$ cat config.mk
export PLATFORM = sky130hd
export DESIGN_NAME = frame_rate_moving_average
export DESIGN_NICKNAME = d
export VERILOG_FILES = /design/src/rtl/core/frma_pkg.sv /design/src/rtl/core/frame_rate_moving_average.sv
export SDC_FILE = /design/constraint.sdc
export NUM_CORES = 2
export LEC_CHECK = 0
export BUFFER_PORTS_ARGS = -buffer_cell sky130_fd_sc_hd__buf_4
export CAP_MARGIN = 20
export CORE_ASPECT_RATIO = 1.75
export CORE_MARGIN = 8
export CORE_UTILIZATION = 55
export CTS_BUF_LIST = sky130_fd_sc_hd__clkbuf_4 sky130_fd_sc_hd__clkbuf_8
export DETAILED_ROUTE_END_ITERATION = 10
export PLACE_DENSITY = 0.69
export REMOVE_ABC_BUFFERS = 1
export SYNTH_ARGS = -nofsm -noshare
export SYNTH_HDL_FRONTEND = slang
export SYNTH_SLANG_ARGS = --single-unit
$ cat constraint.sdc
create_clock -name clk -period 4.76 [get_ports clk]
set_input_delay 0.476 -clock clk [delete_from_list [all_inputs] [get_ports clk]]
set_output_delay 0.476 -clock clk [all_outputs]
set_load 0.01 [all_outputs]
$ cat src/rtl/core/frma_pkg.sv
// Package: widths, defaults and reset values shared by the frame rate meter.
`default_nettype none

package frma_pkg;

    // Fixed field widths
    localparam int TICK_W  = 32;   // timestamp and wrapped difference
    localparam int RATE_W  = 20;   // tick rate register and per-frame rate
    localparam int S_DATA_W = ((TICK_W + 7) / 8) * 8;
    localparam int M_DATA_W = ((RATE_W + 7) / 8) * 8;

    // Defaults
    localparam int WINDOW_DEF = 50;
    localparam logic [RATE_W-1:0] TICK_RATE_RST = RATE_W'(1000);

endpackage

`default_nettype wire

$ cat src/rtl/core/frame_rate_moving_average.sv
// Top level: moving-average frame rate meter with a shared bit-serial divider.
`default_nettype none

// Channel   Dir  Handshake          Payload
// --------  ---  -----------------  ----------------------------------------
// slave     in   s_tvalid/s_tready  s_tdata[31:0]  tick_now
// master    out  m_tvalid/m_tready  m_tdata[19:0]  frames_per_second
// config    in   cfg_valid/cfg_ready cfg_data[19:0] tick_rate_hz
//
// Divider: a word's result comes from the single restoring divider, one
// quotient bit per cycle: first the tick rate over the timestamp difference
// (skipped when the timestamp equals the last one, giving a rate of zero),
// then the window total over the fill count. The next word is taken only
// after the result of the last one has been raised.
// Reset: asynchronous, active low; clears control, total, index and count.
// The ring holds no reset: a slot's old value is used only once the window
// is full, after every slot has been written. No clearing pass is needed.
// Stalls: s_tready is high in idle only; a held result in the output
// register does not block the next word until a new result is ready.

module frame_rate_moving_average
    import frma_pkg::*;
#(
    parameter int WINDOW = WINDOW_DEF
)
(
    input  wire logic                 clk,
    input  wire logic                 rst_n,
    // slave stream
    input  wire logic                 s_tvalid,
    output logic                      s_tready,
    input  wire logic [S_DATA_W-1:0]  s_tdata,    // [31:0] tick_now
    // master stream
    output logic                      m_tvalid,
    input  wire logic                 m_tready,
    output logic [M_DATA_W-1:0]       m_tdata,    // [19:0] frames_per_second, rest zero
    // configuration write
    input  wire logic                 cfg_valid,
    output logic                      cfg_ready,
    input  wire logic [RATE_W-1:0]    cfg_data    // [19:0] tick_rate_hz
);

    // Derived widths
    localparam int SLOT_W = (WINDOW > 1) ? $clog2(WINDOW) : 1;
    localparam int CNT_W  = $clog2(WINDOW + 1);
    localparam int TOT_W  = RATE_W + $clog2(WINDOW);   // holds WINDOW * (2^RATE_W - 1)
    localparam int REM_W  = ((RATE_W > CNT_W) ? RATE_W : CNT_W) + 1;
    localparam int STEP_W = $clog2(TOT_W);

    typedef enum logic [2:0] {
        S_IDLE,
        S_PREP,
        S_DIV1,
        S_UPD,
        S_DIV2,
        S_DONE
    } state_t;

    state_t               state_reg;
    logic [RATE_W-1:0]    tick_rate_reg;
    logic [TICK_W-1:0]    now_reg;
    logic [TICK_W-1:0]    last_reg;
    logic [RATE_W-1:0]    old_reg;        // slot value being overwritten
    logic [TOT_W-1:0]     total_reg;
    logic [SLOT_W-1:0]    slot_reg;
    logic [CNT_W-1:0]     fill_reg;
    logic [STEP_W-1:0]    step_reg;
    logic [TOT_W-1:0]     dvd_reg;        // dividend in, quotient out
    logic [REM_W-1:0]     rem_reg;
    logic [TICK_W-1:0]    dsr_reg;        // divisor
    logic                 out_valid_reg;
    logic [RATE_W-1:0]    out_data_reg;

    logic [RATE_W-1:0]    ring [WINDOW];

    logic                 in_accept;
    logic                 ring_we;
    logic [REM_W-1:0]     trial;
    logic                 ge;
    logic [REM_W-1:0]     rem_step;
    logic [TOT_W-1:0]     dvd_step;
    logic [TOT_W-1:0]     total_sum;

    assign in_accept = s_tvalid && s_tready;
    assign s_tready  = (state_reg == S_IDLE);
    assign cfg_ready = 1'b1;
    assign m_tvalid  = out_valid_reg;
    assign m_tdata   = M_DATA_W'(out_data_reg);
    assign ring_we   = (state_reg == S_UPD);

    // One restoring step: bring down the next dividend bit, subtract if it fits
    always_comb
    begin
        trial    = {rem_reg[REM_W-2:0], dvd_reg[TOT_W-1]};
        ge       = ({{(TICK_W-REM_W){1'b0}}, trial} >= dsr_reg);
        rem_step = ge ? (trial - dsr_reg[REM_W-1:0]) : trial;
        dvd_step = {dvd_reg[TOT_W-2:0], ge};
        total_sum = total_reg + TOT_W'(dvd_reg[RATE_W-1:0]);
    end

    // Rate ring: read the slot on acceptance, write it back once the rate is known
    always_ff @(posedge clk)
    begin
        if (ring_we)
        begin
            ring[slot_reg] <= dvd_reg[RATE_W-1:0];
        end
        if (in_accept)
        begin
            old_reg <= ring[slot_reg];
        end
    end

    always_ff @(posedge clk or negedge rst_n)
    begin
        if (!rst_n)
        begin
            state_reg     <= S_IDLE;
            tick_rate_reg <= TICK_RATE_RST;
            now_reg       <= '0;
            last_reg      <= '0;
            total_reg     <= '0;
            slot_reg      <= '0;
            fill_reg      <= '0;
            step_reg      <= '0;
            dvd_reg       <= '0;
            rem_reg       <= '0;
            dsr_reg       <= '0;
            out_valid_reg <= 1'b0;
            out_data_reg  <= '0;
        end
        else
        begin
            // The user must write only while idle; the block itself does not enforce it
            if (cfg_valid && cfg_ready)
            begin
                tick_rate_reg <= cfg_data;
            end

            // Drop the result once taken; the final state reloads it itself
            if (out_valid_reg && m_tready && (state_reg != S_DONE))
            begin
                out_valid_reg <= 1'b0;
            end

            case (state_reg)
                S_IDLE:
                begin
                    if (in_accept)
                    begin
                        now_reg   <= s_tdata[TICK_W-1:0];
                        state_reg <= S_PREP;
                    end
                end

                S_PREP:
                begin
                    // Retire the oldest slot once the window is full, else grow
                    if (fill_reg == CNT_W'(WINDOW))
                    begin
                        total_reg <= total_reg - TOT_W'(old_reg);
                    end
                    else
                    begin
                        fill_reg <= fill_reg + 1'b1;
                    end

                    if (now_reg != last_reg)
                    begin
                        dsr_reg   <= now_reg - last_reg;
                        dvd_reg   <= TOT_W'(tick_rate_reg) << (TOT_W - RATE_W);
                        rem_reg   <= '0;
                        step_reg  <= '0;
                        last_reg  <= now_reg;
                        state_reg <= S_DIV1;
                    end
                    else
                    begin
                        // Equal timestamps: rate of zero
                        dvd_reg   <= '0;
                        state_reg <= S_UPD;
                    end
                end

                S_DIV1:
                begin
                    rem_reg  <= rem_step;
                    dvd_reg  <= dvd_step;
                    step_reg <= step_reg + 1'b1;
                    if (step_reg == STEP_W'(RATE_W - 1))
                    begin
                        state_reg <= S_UPD;
                    end
                end

                S_UPD:
                begin
                    // Rate sits in the low bits of the dividend register
                    total_reg <= total_sum;
                    slot_reg  <= (slot_reg == SLOT_W'(WINDOW - 1)) ? '0 : slot_reg + 1'b1;
                    dvd_reg   <= total_sum;
                    dsr_reg   <= TICK_W'(fill_reg);
                    rem_reg   <= '0;
                    step_reg  <= '0;
                    state_reg <= S_DIV2;
                end

                S_DIV2:
                begin
                    rem_reg  <= rem_step;
                    dvd_reg  <= dvd_step;
                    step_reg <= step_reg + 1'b1;
                    if (step_reg == STEP_W'(TOT_W - 1))
                    begin
                        state_reg <= S_DONE;
                    end
                end

                S_DONE:
                begin
                    // Hold until the output register is free
                    if (!out_valid_reg || m_tready)
                    begin
                        out_valid_reg <= 1'b1;
                        out_data_reg  <= dvd_reg[RATE_W-1:0];
                        state_reg     <= S_IDLE;
                    end
                end

                default:
                begin
                    state_reg <= S_IDLE;
                end
            endcase
        end
    end

    // Fill count never passes the window
    assert property (@(posedge clk) disable iff (!rst_n)
        fill_reg <= CNT_W'(WINDOW))
        else $error("fill count beyond window");

    // Slot index stays inside the ring
    assert property (@(posedge clk) disable iff (!rst_n)
        slot_reg <= SLOT_W'(WINDOW - 1))
        else $error("slot index beyond ring");

    // Until the window fills, the slot index tracks the fill count
    assert property (@(posedge clk) disable iff (!rst_n)
        (state_reg == S_IDLE) && (fill_reg != CNT_W'(WINDOW))
            |-> (CNT_W'(slot_reg) == fill_reg))
        else $error("slot index out of step with fill count");

    // A new result is only raised from the final state
    assert property (@(posedge clk) disable iff (!rst_n)
        $rose(out_valid_reg) |-> ($past(state_reg) == S_DONE))
        else $error("result raised outside final state");

endmodule

`default_nettype wire
==> metrics.md <==
| Metric | Value |
|---|---|
| Status | finished, final reports clean |
| Most frequent cells in the layout | 1020 x edfxtp_1, 352 x a22oi_1, 208 x nand2_1 |
| Yosys cell types | 72 |
| Endpoints failing hold | 0 |
| FILL cells | 6787 |
| Setup bufs post-CTS | 0 |
| Hold path depth | 4 |
| Initial antenna violation count | 4 |
| CP max FO | 24 |
| Maximum root-to-sink buffer count | 3 |
| Comb pwr share | 33.2% |
| Vias in the first global route | 33.53k |
| Max Cap Viol | 0 |
| Crit share post-route | 79.13% |
| Worst hold start | s_tvalid |
| Maximum VDD drop | 0.0003148 V |
| Cell Area, Synth | 0.05121 mm² |
| CTS tree | yes |
| Synthesis-to-layout area growth | 13.06% |
| Worst hold path endpoint | state_reg[2] |
| Ys async rst share | 18.33% |
| Hpwl dp | 92120 µm |
| Gpl congestion | 0.9356 |
| Synthesized instance count | 3535 |
| Placed cells | 4738 |
| Sw Share | 36.03% |
| Internal power | 0.02148 W |
| Clock Sinks | 1249 |
| Clk network pwr share | 24.7% |
| Overall fraction of global-route tracks in use | 28.82% |
| Routed wire length per instance | 29.39 µm |
| CTS Hold Bufs | 54 |
| Seq cells post-synth | 1249 |
| Core area | 0.09259 mm² |
| Worst-path clk slew | 0.07 ns |
| Crit end category | flop |
| Synth Flop Type | edfxtp_1 |
| Hold Crit Class | in -> reg |
| DR pass1 iterations | 6 |
| Final cell utilization of the core | 62.53% |
| TritonCTS Buffers | 169 |
| R2r worst-path depth | 7 |
| Die width | 246.7 µm |
| Slew Limit Headroom | 29.46% |
| Crit path launch type | flop |
| Skew final | 0.05188 ns |
| Post-cts resize count | 0 |
| Max reg flops | 1000 |
| Remaining Overflow, GRT | 0 |
| YS warnings | 0 |
| Minimum clock period | 3.766 ns |
| Critical path arrival | 4.49 ns |
| Switching power | 0.01210 W |
| H-Tree Depth | 4 |
| Peak Freq | 0.2655 GHz |
| Leakage | 20.38 nW |
| Total number of vias | 33.33k |
| Final std cells w/o fill | 5112 |
| Die Ht | 419.7 µm |
| Clk_lat worst skew | 0.90 ns |
| Port buffer count | 78 |
| Commonest non-fill, non-tap cell in the layout | edfxtp_1 |
| Slew Viols, Final | 0 |
| CP Data Required Time | 5.49 ns |
| Seq pwr share | 42.1% |
| R2R Setup Slk | 0.99 ns |
| Initial Utilization | 55.31% |
| Layout cell share with drive strength beyond 1 | 17.16% |
| Die area | 0.1035 mm² |
| Via density | 6.519 |
| Final setup violation count | 0 |
| Core Rows | 148 |
| ANT nets after route | 0 |
| Post-synth EDFFs | 1020 |
| Largest net degree at the start of global routing | 110 |
| RSZ-0062 raised after global routing | no |
| Critical path class | reg -> reg |
| Reg-to-reg endpoint | old_reg[18] |
| Initial drt markers | 3403 |
| Boundary pin count | 84 |
| Nets | 3925 |
| First-pass GRT wire length | 217900 µm |
| Measured slew at the worst slew-check pin | 1.058 ns |
| Register name with the most flops | ring |
| Clock root cell | clkbuf_8 |
| WHS | 0.08445 ns |
| Seq/Total Area, Yosys | 71.02% |
| Power Density | 580.0 mW/mm² |
| Routed WL | 150200 µm |
| DRC violations left | 0 |
| Average size of a mapped cell | 14.49 µm² |
| RR Startpoint | slot_reg[0] |
## stage by stage
step / setup slack, ns / cell area [µm²] / TNS (ns) / power [W]
CTS: 1.109 / 57850 / 0 / 0.03348
finish: 0.9936 / 57900 / 0 / 0.03358
detailed placement: 1.107 / 53880 / 0 / 0.02523
global placement: 1.175 / 53880 / 0 / 0.02509
floorplan: -4.168 / 50410 / -82.58 / 0.02097
global route: 0.9355 / 57900 / 0 / 0.03497
## cells by family after synthesis
group	share of synthesized area [%]
adder cells (fa/ha/maj)	2.551
flip-flops	71.02
XOR/XNOR	1.539
AO/OA/AOI/OAI	14.40
buffers and inverters	2.326
other	0.01467
AND/OR/NAND/NOR	5.913
multiplexers	2.238
## cell usage after synthesis (all sizes together), types with 6 or more instances
cell     instances  area (µm²)
edfxtp        1020       30630
a22oi          352        2643
dfrtp          223        5580
nand2          208       780.8
o21ai          182       910.9
clkbuf         160       600.6
nor2           147       551.8
a21oi          113       565.5
inv            101       379.1
ha              98        1226
nand4           89       556.8
a221oi          87       762.0
a22o            82       718.2
mux2            76       855.8
xnor2           54       473.0
a31oi           52       325.3
buf             48       207.7
nand3           43       215.2
a21o            41       309.1
xor2            36       315.3
mux2i           29       290.3
nor3            27       135.1
nand2b          22       137.6
o211ai          22       165.2
nor2b           19       126.4
or3             16       100.1
o21a            14       105.1
a211oi          11       82.58
and2            11       68.82
and3            11       68.82
nor4            11       68.82
a41oi           10       87.58
a221o            9       90.09
nand4b           8       70.07
o2111ai          7       67.56
o21bai           7       52.55
a311oi           6       52.55
a31o             6       52.55
dfstp            6       157.7
## cell type report
cell class	count	area, µm²	share of cell area [%]
sequential	1249	36400	62.86
multi-input combinational	1979	13870	23.96
clock buffer	226	2823	4.875
timing repair buffer	265	2315	3.998
tap	1200	1501	2.593
clock inverter	89	601.8	1.039
inverter	102	382.9	0.6613
antenna	2	5.005	0.008644
## layer usage
| metal | vias to the layer above | track usage (%) | routed length [µm] |
|---|---|---|---|
| met4 | 0 | 20.58 | 12040 |
| met1 | 16780 | 31.79 | 50630 |
| met3 | 445 | 5.062 | 11620 |
| li1 | 14410 | - | - |
| met2 | 1693 | 49.85 | 75940 |
| met5 | - | 0 | 0 |
## power groups by stage
stage / registers, W / logic [W] / clock network, W
finish: 0.0141 / 0.0111 / 0.00830
floorplan: 0.0146 / 0.00640 / 0
detailed placement: 0.0144 / 0.0108 / 0
global route: 0.0142 / 0.0119 / 0.00883
CTS: 0.0142 / 0.0109 / 0.00839
global placement: 0.0144 / 0.0107 / 0
## worst max path at each step
| stage | from | end | cells past startpoint |
|---|---|---|---|
| after floorplan | slot_reg[0] | old_reg[17] | 9 |
| after global placement | slot_reg[1] | old_reg[6] | 7 |
| after detailed placement | slot_reg[1] | old_reg[15] | 8 |
| after CTS | slot_reg[1] | old_reg[15] | 8 |
| after global routing | dvd_reg[2] | total_reg[21] | 10 |
| final | slot_reg[0] | old_reg[18] | 7 |
## worst max-delay path: stages (launching register included)
cell and delay [ns]:
dfrtp_1 0.72, inv_1 0.32, nor2_4 0.86, buf_4 0.38
a22oi_1 0.13, a41oi_1 0.78, o21ai_0 0.25, o211ai_1 0.14
No activity file was read; power rests on OpenSTA's default activity.
